## config.mk

```make
export PLATFORM = sky130hd
export DESIGN_NAME = vfd_multiplex_scan_serializer
export DESIGN_NICKNAME = d
export VERILOG_FILES = /design/src/design/vms_pkg.sv /design/src/design/vms_front.sv /design/src/design/vms_queue.sv /design/src/design/vms_back.sv /design/src/design/vfd_multiplex_scan_serializer.sv
export VERILOG_INCLUDE_DIRS = /design/src /design/src/design
export SDC_FILE = /design/constraint.sdc
export NUM_CORES = 1
export LEC_CHECK = 0
export BUFFER_PORTS_ARGS = -buffer_cell sky130_fd_sc_hd__buf_4
export CORE_AREA = 2 2 200 202
export CTS_CLUSTER_DIAMETER = 120
export DETAILED_ROUTE_END_ITERATION = 10
export DIE_AREA = 0 0 202 204
export GPL_TIMING_DRIVEN = 0
export SLEW_MARGIN = 20
export SYNTH_ARGS = -nofsm -noshare
export SYNTH_HDL_FRONTEND = slang
export SYNTH_SLANG_ARGS = --single-unit
```

## constraint.sdc

```tcl
create_clock -name clk -period 6.5 [get_ports clk]
set_clock_uncertainty 0.15 [all_clocks]
set_input_delay 0.65 -clock clk [delete_from_list [all_inputs] [get_ports clk]]
set_output_delay 0.65 -clock clk [all_outputs]
set_load 0.05 [all_outputs]
```

## src/design/vfd_multiplex_scan_serializer_assert.svh

```systemverilog
// ----------------------------------------------------------------------------
// Assertion macros for the tube display scan serialiser
// Clocked property checks with and without the reset qualifier.
// ----------------------------------------------------------------------------
`ifndef VFD_MULTIPLEX_SCAN_SERIALIZER_ASSERT_SVH
`define VFD_MULTIPLEX_SCAN_SERIALIZER_ASSERT_SVH

// check a property while out of reset
`define VMS_ASSERT(lbl, prop, msg) \
  lbl: assert property (@(posedge clk) disable iff (!rst_n) prop) else $error(msg);

// check a property at every edge, reset included
`define VMS_ASSERT_ALWAYS(lbl, prop, msg) \
  lbl: assert property (@(posedge clk) prop) else $error(msg);

`endif

```

## src/design/vms_pkg.sv

```systemverilog
// ----------------------------------------------------------------------------
// vms_pkg
// Shared types and constants for the tube display scan serialiser.
// ----------------------------------------------------------------------------
`timescale 1ns / 1ps

package vms_pkg;

  localparam int TUBE_COUNT_DEF = 6;
  localparam int SHIFT_BITS_DEF = 20;

  localparam int KIND_W  = 2;
  localparam int SLOT_W  = 4;
  localparam int PAT_W   = 16;
  localparam int COMMA_W = 2;
  localparam int GRID_W  = 4;
  localparam int ENTRY_W = PAT_W + COMMA_W;
  localparam int WORD_W  = 32;

  localparam logic [KIND_W-1:0] KIND_LOAD = 2'd0;
  localparam logic [KIND_W-1:0] KIND_SNAP = 2'd1;
  localparam logic [KIND_W-1:0] KIND_TICK = 2'd2;

  localparam logic [1:0] LOW_ONES = 2'b11;

  typedef struct packed {
    logic [WORD_W-1:0] word;
    logic [GRID_W-1:0] grid_index;
    logic              grid_on;
    logic              dot_on;
  } scan_cmd_t;

  typedef struct packed {
    logic can_push;
    logic has_item;
  } q_stat_t;

endpackage

```

## src/design/vms_front.sv

```systemverilog
// ----------------------------------------------------------------------------
// vms_front
// Accepts items, keeps the tube tables and scan position, and turns each
// scan tick into a command for the serialiser queue.
// ----------------------------------------------------------------------------
`timescale 1ns / 1ps

module vms_front import vms_pkg::*; #(
  parameter int TUBE_COUNT = TUBE_COUNT_DEF
) (
  input  logic                clk,
  input  logic                rst_n,
  input  logic                in_valid,
  output logic                in_ready,
  input  logic [KIND_W-1:0]   in_kind,
  input  logic [SLOT_W-1:0]   in_slot,
  input  logic [PAT_W-1:0]    in_segment_pattern,
  input  logic [COMMA_W-1:0]  in_comma_bits,
  input  logic                in_blink_dots,
  input  logic                in_fading,
  input  logic                in_show_seconds,
  input  q_stat_t             q_stat,
  output logic                q_push,
  output scan_cmd_t           q_data
);

  localparam int IDX_W = (TUBE_COUNT > 1) ? $clog2(TUBE_COUNT) : 1;

  logic [ENTRY_W-1:0] next_r  [TUBE_COUNT];
  logic [ENTRY_W-1:0] shown_r [TUBE_COUNT];
  logic [GRID_W-1:0]  pos_r, pos_nxt;
  logic               blink_r;
  logic               accept;
  logic               slot_ok;
  logic               last_two;
  logic [ENTRY_W-1:0] entry;

  assign in_ready = (in_kind != KIND_TICK) || q_stat.can_push;
  assign accept   = in_valid && in_ready;
  assign slot_ok  = {1'b0, in_slot} < (SLOT_W + 1)'(TUBE_COUNT);

  always_comb begin
    if (pos_r == GRID_W'(TUBE_COUNT - 1)) begin
      pos_nxt = '0;
    end else begin
      pos_nxt = pos_r + 1'b1;
    end
  end

  assign entry    = in_fading ? shown_r[pos_nxt[IDX_W-1:0]] : next_r[pos_nxt[IDX_W-1:0]];
  assign last_two = (pos_nxt == GRID_W'(TUBE_COUNT - 2)) ||
                    (pos_nxt == GRID_W'(TUBE_COUNT - 1));

  assign q_push          = accept && (in_kind == KIND_TICK);
  assign q_data.word     = WORD_W'({entry, LOW_ONES});
  assign q_data.grid_index = pos_nxt;
  assign q_data.grid_on  = in_show_seconds || !last_two;
  assign q_data.dot_on   = (pos_nxt == '0) && blink_r && in_show_seconds;

  always_ff @(posedge clk) begin
    if (!rst_n) begin
      pos_r   <= '0;
      blink_r <= 1'b0;
      for (int i = 0; i < TUBE_COUNT; i++) begin
        next_r[i]  <= '0;
        shown_r[i] <= '0;
      end
    end else if (accept) begin
      case (in_kind)
        KIND_LOAD: begin
          if (slot_ok) begin
            next_r[in_slot[IDX_W-1:0]] <= {in_segment_pattern, in_comma_bits};
          end
        end
        KIND_SNAP: begin
          blink_r <= in_blink_dots;
          for (int i = 0; i < TUBE_COUNT; i++) begin
            shown_r[i] <= next_r[i];
          end
        end
        KIND_TICK: begin
          pos_r <= pos_nxt;
        end
        default: begin
        end
      endcase
    end
  end

endmodule

```

## src/design/vms_queue.sv

```systemverilog
// ----------------------------------------------------------------------------
// vms_queue
// Two-entry command queue between the front end and the serialiser.
// ----------------------------------------------------------------------------
`timescale 1ns / 1ps

module vms_queue import vms_pkg::*; (
  input  logic      clk,
  input  logic      rst_n,
  input  logic      push,
  input  scan_cmd_t push_data,
  input  logic      pop,
  output scan_cmd_t head,
  output q_stat_t   stat
);

  scan_cmd_t  mem_r [2];
  logic       wr_ptr_r;
  logic       rd_ptr_r;
  logic [1:0] count_r;

  assign head          = mem_r[rd_ptr_r];
  assign stat.can_push = (count_r != 2'd2);
  assign stat.has_item = (count_r != 2'd0);

  always_ff @(posedge clk) begin
    if (push) begin
      mem_r[wr_ptr_r] <= push_data;
    end
  end

  always_ff @(posedge clk) begin
    if (!rst_n) begin
      wr_ptr_r <= 1'b0;
      rd_ptr_r <= 1'b0;
      count_r  <= 2'd0;
    end else begin
      if (push) begin
        wr_ptr_r <= ~wr_ptr_r;
      end
      if (pop) begin
        rd_ptr_r <= ~rd_ptr_r;
      end
      case ({push, pop})
        2'b10:   count_r <= count_r + 2'd1;
        2'b01:   count_r <= count_r - 2'd1;
        default: count_r <= count_r;
      endcase
    end
  end

endmodule

```

## src/design/vms_back.sv

```systemverilog
// ----------------------------------------------------------------------------
// vms_back
// Serialises each queued command LSB first, then issues the latch strobe.
// ----------------------------------------------------------------------------
`timescale 1ns / 1ps

module vms_back import vms_pkg::*; #(
  parameter int SHIFT_BITS = SHIFT_BITS_DEF
) (
  input  logic              clk,
  input  logic              rst_n,
  input  q_stat_t           q_stat,
  input  scan_cmd_t         q_head,
  output logic              q_pop,
  output logic              out_valid,
  input  logic              out_ready,
  output logic              out_serial_bit,
  output logic              out_strobe_res,
  output logic [GRID_W-1:0] out_grid_index,
  output logic              out_grid_on,
  output logic              out_dot_on,
  output logic              out_last
);

  localparam int CNT_W = $clog2(SHIFT_BITS + 1);

  typedef enum logic [1:0] {
    ST_IDLE  = 2'b01,
    ST_SHIFT = 2'b10
  } back_state_t;

  back_state_t       state_r, state_nxt;
  scan_cmd_t         cmd_r, cmd_nxt;
  logic [CNT_W-1:0]  cnt_r, cnt_nxt;
  logic              valid_r, valid_nxt;
  logic              bit_r, bit_nxt;
  logic              stb_r, stb_nxt;
  logic [GRID_W-1:0] grid_r, grid_nxt;
  logic              gon_r, gon_nxt;
  logic              dot_r, dot_nxt;
  logic              advance;
  logic              have;
  scan_cmd_t         cur;
  logic [CNT_W-1:0]  cur_cnt;
  logic [WORD_W-1:0] shifted;

  assign advance = !valid_r || out_ready;
  assign have    = (state_r == ST_SHIFT) || q_stat.has_item;
  assign cur     = (state_r == ST_SHIFT) ? cmd_r : q_head;
  assign cur_cnt = (state_r == ST_SHIFT) ? cnt_r : '0;
  assign shifted = cur.word >> cur_cnt;

  always_comb begin
    state_nxt = state_r;
    cmd_nxt   = cmd_r;
    cnt_nxt   = cnt_r;
    valid_nxt = valid_r;
    bit_nxt   = bit_r;
    stb_nxt   = stb_r;
    grid_nxt  = grid_r;
    gon_nxt   = gon_r;
    dot_nxt   = dot_r;
    q_pop     = 1'b0;
    if (advance) begin
      valid_nxt = have;
      if (have) begin
        if (cur_cnt < CNT_W'(SHIFT_BITS)) begin
          bit_nxt  = shifted[0];
          stb_nxt  = 1'b0;
          grid_nxt = '0;
          gon_nxt  = 1'b0;
          dot_nxt  = 1'b0;
          cnt_nxt  = cur_cnt + 1'b1;
          if (state_r == ST_IDLE) begin
            q_pop     = 1'b1;
            cmd_nxt   = q_head;
            state_nxt = ST_SHIFT;
          end
        end else begin
          bit_nxt   = 1'b0;
          stb_nxt   = 1'b1;
          grid_nxt  = cur.grid_index;
          gon_nxt   = cur.grid_on;
          dot_nxt   = cur.dot_on;
          state_nxt = ST_IDLE;
        end
      end
    end
  end

  always_ff @(posedge clk) begin
    if (!rst_n) begin
      state_r <= ST_IDLE;
      valid_r <= 1'b0;
      cnt_r   <= '0;
    end else begin
      state_r <= state_nxt;
      valid_r <= valid_nxt;
      cnt_r   <= cnt_nxt;
    end
  end

  always_ff @(posedge clk) begin
    cmd_r  <= cmd_nxt;
    bit_r  <= bit_nxt;
    stb_r  <= stb_nxt;
    grid_r <= grid_nxt;
    gon_r  <= gon_nxt;
    dot_r  <= dot_nxt;
  end

  assign out_valid      = valid_r;
  assign out_serial_bit = bit_r;
  assign out_strobe_res = stb_r;
  assign out_grid_index = grid_r;
  assign out_grid_on    = gon_r;
  assign out_dot_on     = dot_r;
  assign out_last       = stb_r;

endmodule

```

## src/design/vfd_multiplex_scan_serializer.sv

```systemverilog
// ----------------------------------------------------------------------------
// vfd_multiplex_scan_serializer
// Multiplexed tube display scanner with a serial shift-register driver.
//
//   Channel   Direction  Handshake           Payload
//   in_       input      in_valid/in_ready   kind, slot, pattern, commas, flags
//   out_      output     out_valid/out_ready bit or strobe with grid and dot
//
// Load and snapshot items give no result.
// A scan tick gives SHIFT_BITS bit items and one strobe item, one per cycle
// while out_ready does not hold the output back.
// Ticks queue two deep, so the front accepts ticks while the serialiser runs until the queue is full.
// Synchronous active-low reset clears both tables, position and blink flag.
// ----------------------------------------------------------------------------
`timescale 1ns / 1ps

`include "vfd_multiplex_scan_serializer_assert.svh"

module vfd_multiplex_scan_serializer import vms_pkg::*; #(
  parameter int TUBE_COUNT = TUBE_COUNT_DEF,
  parameter int SHIFT_BITS = SHIFT_BITS_DEF
) (
  input  logic               clk,
  input  logic               rst_n,
  input  logic               in_valid,
  output logic               in_ready,
  input  logic [KIND_W-1:0]  in_kind,
  input  logic [SLOT_W-1:0]  in_slot,
  input  logic [PAT_W-1:0]   in_segment_pattern,
  input  logic [COMMA_W-1:0] in_comma_bits,
  input  logic               in_blink_dots,
  input  logic               in_fading,
  input  logic               in_show_seconds,
  output logic               out_valid,
  input  logic               out_ready,
  output logic               out_serial_bit,
  output logic               out_strobe_res,
  output logic [GRID_W-1:0]  out_grid_index,
  output logic               out_grid_on,
  output logic               out_dot_on,
  output logic               out_last
);

  q_stat_t   q_stat;
  logic      q_push;
  logic      q_pop;
  scan_cmd_t q_data;
  scan_cmd_t q_head;
  logic      grid_ok;
  logic      bit_quiet;

  vms_front #(
    .TUBE_COUNT(TUBE_COUNT)
  ) u_front (
    .clk               (clk),
    .rst_n             (rst_n),
    .in_valid          (in_valid),
    .in_ready          (in_ready),
    .in_kind           (in_kind),
    .in_slot           (in_slot),
    .in_segment_pattern(in_segment_pattern),
    .in_comma_bits     (in_comma_bits),
    .in_blink_dots     (in_blink_dots),
    .in_fading         (in_fading),
    .in_show_seconds   (in_show_seconds),
    .q_stat            (q_stat),
    .q_push            (q_push),
    .q_data            (q_data)
  );

  vms_queue u_queue (
    .clk      (clk),
    .rst_n    (rst_n),
    .push     (q_push),
    .push_data(q_data),
    .pop      (q_pop),
    .head     (q_head),
    .stat     (q_stat)
  );

  vms_back #(
    .SHIFT_BITS(SHIFT_BITS)
  ) u_back (
    .clk           (clk),
    .rst_n         (rst_n),
    .q_stat        (q_stat),
    .q_head        (q_head),
    .q_pop         (q_pop),
    .out_valid     (out_valid),
    .out_ready     (out_ready),
    .out_serial_bit(out_serial_bit),
    .out_strobe_res(out_strobe_res),
    .out_grid_index(out_grid_index),
    .out_grid_on   (out_grid_on),
    .out_dot_on    (out_dot_on),
    .out_last      (out_last)
  );

  assign grid_ok   = ({1'b0, out_grid_index} < (GRID_W + 1)'(TUBE_COUNT));
  assign bit_quiet = !out_grid_on && !out_dot_on && !out_last;

  `VMS_ASSERT(a_no_overflow, q_push |-> q_stat.can_push, "tick queue overflow")
  `VMS_ASSERT(a_no_underflow, q_pop |-> q_stat.has_item, "tick queue underflow")
  `VMS_ASSERT(a_grid_range, out_valid && out_last |-> grid_ok, "grid index beyond tube count")
  `VMS_ASSERT(a_bit_item_quiet, out_valid && !out_strobe_res |-> bit_quiet, "control on bit item")
  `VMS_ASSERT_ALWAYS(a_reset_idle, $past(!rst_n) |-> !out_valid, "result valid after reset")

endmodule
```

==> impl_results.md, run 1 <==
* Status: finished, final reports clean
* Area of the multi-input gates at 4660 um2
* Post-Synth Adder-Cell Area at 0.162%
* Mean post-synth cell area at 12.7 um2
* Placed Instances at 1814
* Worst-margin pin slew at 0.966 ns
* GP Congestion at 0.862
* Clk buf depth at 3
* DP HPWL at 27300 um
* Die ar. at 41200 um2
* Synth area leaders: edfxtp_1, and2_1, mux2i_1
* Max-slew violation count at 0
* CTS tree: done
* Worst slack, placed at 2.34 ns
* Startpoint class of the critical path: flip-flop
* CP Capture Type: flip-flop
* Yosys top cell area share at 64.7%
* Post-DR wirelength/cell at 19.8 um
* Post-CTS resize count at 0
* # clock sinks at 350
* Synth-to-Final Area Change at 16.3%
* H-tree levels at 2
* Worst VDD drop at 225 uV
* I/O Pins at 42
* Post-CTS Repair Setup Buffers at 0
* Top_reg_cell synth: edfxtp_1
* Routed via count at 9641
* Setup TNS at 0 ns
* Post-synthesis sequential area ratio at 67.1%
* Area leader, netlist: edfxtp_1
* Yosys warning count at 0
* Syn Inst Count at 1209
* Max-capacitance violation count at 0
* Largest net degree at the start of global routing at 49
* Setup slack after layout at 2.66 ns
* Clk pin slew, worst setup/hold paths at 0.06 ns
* Simple-gate share of the synthesized area at 12.2%
* Largest family of logic cells by synthesized area: simple AND/OR/NAND/NOR gates
* Critical path required time at 6.60 ns
* P_leak at 6.30 nW
* Tcrit/Tclk final at 59.1%
* Number of vias per cell at 5.11
* Pre-antenna DRT Iters at 5
* Final-report setup violation count at 0
* Compound-Gate Fraction of Synth Area at 9.43%
* Worst skew pair latency at 0.55 ns
* Inserted Clock Buffers at 39
* Initial Util at 39.3%
* RSZ-0062 raised after global routing: false
* Post-Syn Area at 15400 um2
* # hold bufs at CTS at 0
* CP max FO at 10
* Post-route ant nets at 0
* Final Hold Viols at 0
* First-pass GRT wire length at 56900 um
* Pwr dens at 329 nW/um2
* Die X at 202 um
* Core ar. at 39200 um2
* GRT Total Usage at 18.5%
* Post-route insts no fill at 1885
* WP data arrival at 3.95 ns
* Hold slack at 0.226 ns
* Number of global-route vias before repair at 9684
* Fillers at 3596
* Die height at 204 um
* Number of synthesized flops with an enable pin at 332
* ANT cells at 0
* Mux share of post-synthesis cell area at 7.05%
* Headroom to the max-slew limit at 35.4%
* Min Tclk post-route at 3.84 ns
* Layout net count at 1363
* Share of cells above drive strength 1 at 12.9%
* FMAX at 0.260 GHz
* WS Path Type: reg -> reg
* Synth async-reset ratio at 0%
* Gr ovfl total at 0
* Tot Pwr at 5.89 mW
* DRT iter0 DRCs at 766
* Post-synthesis sequential element count at 350
* Buffers on Ports at 41
* Register area at 10300 um2
* # rows at 73
* Worst Hold Class: in -> reg
* DR DRC count at 0
* Wirelength, routed at 37400 um
* Antenna violations before repair at 0
* Root cell of the clock tree: clkbuf_16
* Xor/xnor share of the synthesized area at 0.341%
* Synth cell types at 49
==> worst max-delay path, stage by stage (launching register included) <==
cell and delay [ns]:
dfxtp_1 0.31, clkbuf_1 0.40, nor2b_1 0.20, o21ai_0 0.43, a21o_1 0.17, clkbuf_1 0.50, clkbuf_1 0.61, a21oi_1 0.22
a211oi_1 0.57
==> metrics by stage <==
stage | cell area, um2 | util [%]
after global placement | 16500 | 42.1
after CTS | 17900 | 45.7
after floorplan | 15500 | -
final | 17900 | 45.7
after detailed placement | 16600 | 42.3
after global routing | 17900 | 45.7
==> final timing paths <==
check | endpoint | startpoint | depth (start not counted) | slack, ns
worst max-delay path | u_queue.mem_r[1][17] | u_front.pos_r[1] | 8 | 2.66
worst min-delay path | u_front.blink_r | in_blink_dots | 3 | 0.23
worst max register to register | u_queue.mem_r[1][17] | u_front.pos_r[1] | 8 | 2.66
worst min register to register | u_front.blink_r | u_front.blink_r | 2 | 0.36
==> layout by cell type (no fill, tap or decap), drive strengths merged, types with 4 or more instances in the layout <==
cell / n
conb: 36
buf: 63
o211ai: 35
xnor2: 5
nand2: 68
a21oi: 42
bufinv: 5
clkbuf: 122
dfxtp: 18
mux2: 42
o21ai: 75
nand2b: 5
nand3: 7
nor2: 125
clkinv: 12
o21a: 23
mux2i: 59
edfxtp: 332
a31oi: 4
nor3b: 4
o2111ai: 18
nor3: 20
nor2b: 9
nand3b: 7
and2: 114
inv: 57
a211oi: 23
==> power by group <==
part	internal [mW]	switching (mW)	total, mW	leakage [nW]
logic	0.288	0.544	0.833	2.25
clock network	1.39	0.878	2.27	0.641
registers	2.71	0.0739	2.79	3.41
total	4.40	1.50	5.89	6.30
==> Yosys cell counts (7+ instances only) <==
cell,instances
mux2i_1,59
o21ai_0,75
nor3_1,20
clkbuf_1,69
nor2_1,115
buf_2,10
a211oi_1,23
nand2_1,68
o211ai_1,35
nor2b_1,9
o2111ai_1,18
nand3_1,7
a21oi_1,42
and2_1,114
nand3b_1,7
dfxtp_1,18
mux2_2,40
o21a_1,23
inv_1,57
edfxtp_1,332
nor2_2,10
==> kinds of logic (layout without fill, tap and decap cells) <==
family | Yosys count | in the layout
buf+inv | 145 | 261
flops | 350 | 350
mux | 102 | 102
xor+xnor | 6 | 6
simple gates | 374 | 374
compound gates | 229 | 229
other cells | 1 | 36
fa+ha+maj | 2 | 2
==> flip-flops by register name, summed over array words and instances, names as in the netlist, named ones only <==
| register | flops |
|---|---|
| u_back.out_last | 1 |
| u_back.out_valid | 1 |
| u_front.pos_r | 4 |
| u_front.blink_r | 1 |
| u_back.cnt_r | 5 |
| u_back.out_grid_index | 4 |
| u_front.next_r | 144 |
| u_front.shown_r | 108 |
| u_back.out_dot_on | 1 |
| u_back.state_r | 2 |
| u_queue.count_r | 2 |
| u_back.out_serial_bit | 1 |
| u_back.cmd_r | 24 |
| u_queue.wr_ptr_r | 1 |
| u_queue.mem_r | 48 |
| u_back.out_grid_on | 1 |
| u_queue.rd_ptr_r | 1 |
==> cell type report <==
type | instances | share of cell area, %
Sequential cell | 350 | 57.7
Multi-Input combinational cell | 749 | 26.0
Clock buffer | 53 | 6.20
Tap cell | 525 | 3.67
Timing Repair Buffer | 45 | 2.07
Buffer | 87 | 1.98
Inverter | 58 | 1.22
Clock inverter | 18 | 1.20
==> layer usage <==
layer	GRT usage (%)	vias to the layer above	part of all wire [%]	wire [um]
met2	30.1	361	46	17300
met4	6.09	0	2.5	924
met3	4.21	70	8.0	3000
met1	24.5	4625	43	16200
li1	-	4585	-	-
met5	0	-	0	0
Power figures use the tool's default switching activity.
==> run 2: changes to the inputs <==
==> constraint.sdc (replaced) <==
create_clock -name clk -period 3.8 [get_ports clk]
set_clock_uncertainty 0.15 [all_clocks]
set_input_delay 0.38 -clock clk [delete_from_list [all_inputs] [get_ports clk]]
set_output_delay 0.38 -clock clk [all_outputs]
set_load 0.05 [all_outputs]
==> impl_results.md, run 2 (synthesis gave the netlist of run 1 again) <==
* Placed Instances at 1813
* FMAX at 0.268 GHz
* Flop pwr share at 46.9%
* Worst setup endpoint: u_queue.mem_r[1][17]
* Sw power at 2.58 mW
* Number of global-route vias before repair at 9589
* Sw Ratio at 25.3%
* WP data arrival at 3.85 ns
* Number of vias per cell at 5.11
* DRT iter0 DRCs at 776
* Setup TNS at 0 ns
* Layout net count at 1382
* Routed via count at 9705
* Initial Util at 39.3%
* Wirelength, routed at 37400 um
* Reg2reg start: u_front.pos_r[1]
* CTS tree: done
* Met1 Use GR at 24.7%
* CP max FO at 10
* Crit path largest cell delay at 0.58 ns
* Startpoint class of the critical path: flip-flop
* Worst-margin pin slew at 1.05 ns
* Buffers on Ports at 41
* First-pass GRT wire length at 56300 um
* RSZ-0062 raised after global routing: false
* Inserted Clock Buffers at 40
* Crit-path cells: clkbuf_1 > nor2b_1 > o21ai_0 > a21o_1 > clkbuf_1 > clkbuf_1 > a21oi_1 > a211oi_1
* Largest net degree at the start of global routing at 61
* Met3 global-route usage at 3.41%
* Critical path required time at 3.91 ns
* Post-route ant nets at 0
* # rows at 73
* Status: finished, final reports clean
* Post-DR wirelength/cell at 19.7 um
* Critical path origin: u_front.pos_r[1]
* P_leak at 6.38 nW
* Core ar. at 39200 um2
* Cell internal pwr at 7.59 mW
* Pre-antenna DRT Iters at 5
* Synth-to-Final Area Change at 17.5%
* Die ar. at 41200 um2
* Most common cell after layout, fill and taps aside: edfxtp_1
* DR DRC count at 0
* DP HPWL at 27000 um
* CP Capture Type: flip-flop
* Worst Hold Class: in -> reg
* Pwr dens at 562 nW/um2
* H-tree levels at 2
* CP most frequent cell: clkbuf_1
* Slowest stage cell, crit path: clkbuf_1
* Die X at 202 um
* Regs by FF count: u_front.next_r x144, u_front.shown_r x108, u_queue.mem_r x48
* Clk buf depth at 3
* Antenna violations before repair at 0
* Max-slew violation count at 0
* Grt met2 use at 29.5%
* Tcrit/Tclk final at 98.3%
* Post-route insts no fill at 1899
* # clock sinks at 350
* Worst R2R Path Depth at 8
* Largest register by flop count: u_front.next_r
* Clk pin slew, worst setup/hold paths at 0.06 ns
* Final-report setup violation count at 0
* Clock group share of total power at 38.9%
* Commonest non-fill, non-tap cells in the layout: edfxtp_1, nor2_1, and2_1
* GRT Total Usage at 18.2%
* Root cell of the clock tree: clkbuf_16
* GP Congestion at 0.866
* Worst R2R Setup Slack at 0.06 ns
* GRT Max-Usage Layer: met2
* Worst skew pair latency at 0.56 ns
* Gr ovfl total at 0
* I/O Pins at 42
* Share of cells above drive strength 1 at 12.7%
* Max-capacitance violation count at 0
* Min-delay src: in_show_seconds
* Post-CTS resize count at 0
* ANT cells at 0
* Min Tclk post-route at 3.74 ns
* Max FFs per register at 144
* Headroom to the max-slew limit at 29.9%
* Final Hold Viols at 0
* R2r endpoint: u_queue.mem_r[1][17]
* Die height at 204 um
* WS Path Type: reg -> reg
* Combinational share of power at 14.1%
* Worst VDD drop at 255 uV
[run 2: changes by cell type in the layout (fill, tap and decap cells not counted)]
cell	change
buf_12	-1
clkinv_8	+1
clkinv_1	-4
dlygate4sd3_1	+19
clkbuf_8	-2
nand2_8	+1
clkbuf_1	-1
nand2_4	-1
inv_6	+1
bufinv_16	+2
clkbuf_16	-1
[run 2: power by group through the flow]
| stage | sequential (mW) | combinational (mW) | clock, mW |
|---|---|---|---|
| 2_1_floorplan | 4.94 | 0.846 | 0 |
| 3_3_place_gp | 4.86 | 1.37 | 0 |
| 3_5_place_dp | 4.85 | 1.42 | 0 |
| 4_1_cts | 4.78 | 1.44 | 4.03 |
| 5_1_grt | 4.81 | 1.55 | 4.17 |
| 6_report | 4.77 | 1.44 | 3.96 |
[run 2: layout make-up]
cell class | instances | area [um2]
buffer | 87 | 354
clock buffer | 49 | 1050
clock inverter | 18 | 285
fill | 3517 | 21100
inverter | 58 | 218
multi-input combinational | 749 | 4670
sequential | 350 | 10300
tap | 525 | 657
timing repair buffer | 63 | 541
[run 2: repair_timing]
action                                 4_1_cts  5_1_grt
endpoints found under the hold margin       19        0
hold buffers                                19        0
setup buffers                                0        0
[run 2: critical path, delay by kind of cell, from the launching register on]
family	cells	cell delay (ns)
buffers and inverters	3	1.43
AOI/OAI and AO/OA	4	1.35
and+or+nand+nor	1	0.19
DFF	1	0.31
[run 2: through the flow]
stage	power, mW	worst slack [ns]	utilization [%]	area, um2	hold WS (ns)
floorplan	5.78	0.512	-	15500	0.314
global placement	6.23	-0.354	42.1	16500	0.348
detailed placement	6.27	-0.0307	42.3	16600	0.359
CTS	10.2	0.187	46.2	18100	0.0351
global route	10.5	0.0417	46.2	18100	0.0513
finish	10.2	0.0645	46.2	18100	0.0605
[run 2: routing by layer]
layer | part of all wire (%) | vias up
met3 | 7.3 | 62
met1 | 44 | 4670
li1 | - | 4625
met2 | 46 | 348
met5 | 0 | -
met4 | 2.5 | 0
[run 2: worst min-delay path by stage]
stage / endpoint / cells after the start
finish: u_queue.mem_r[0][1] / 2
global route: u_queue.mem_r[0][1] / 2
CTS: u_queue.mem_r[0][1] / 2
detailed placement: flip-flop / 2
global placement: u_queue.rd_ptr_r / 2
floorplan: u_front.blink_r / 2
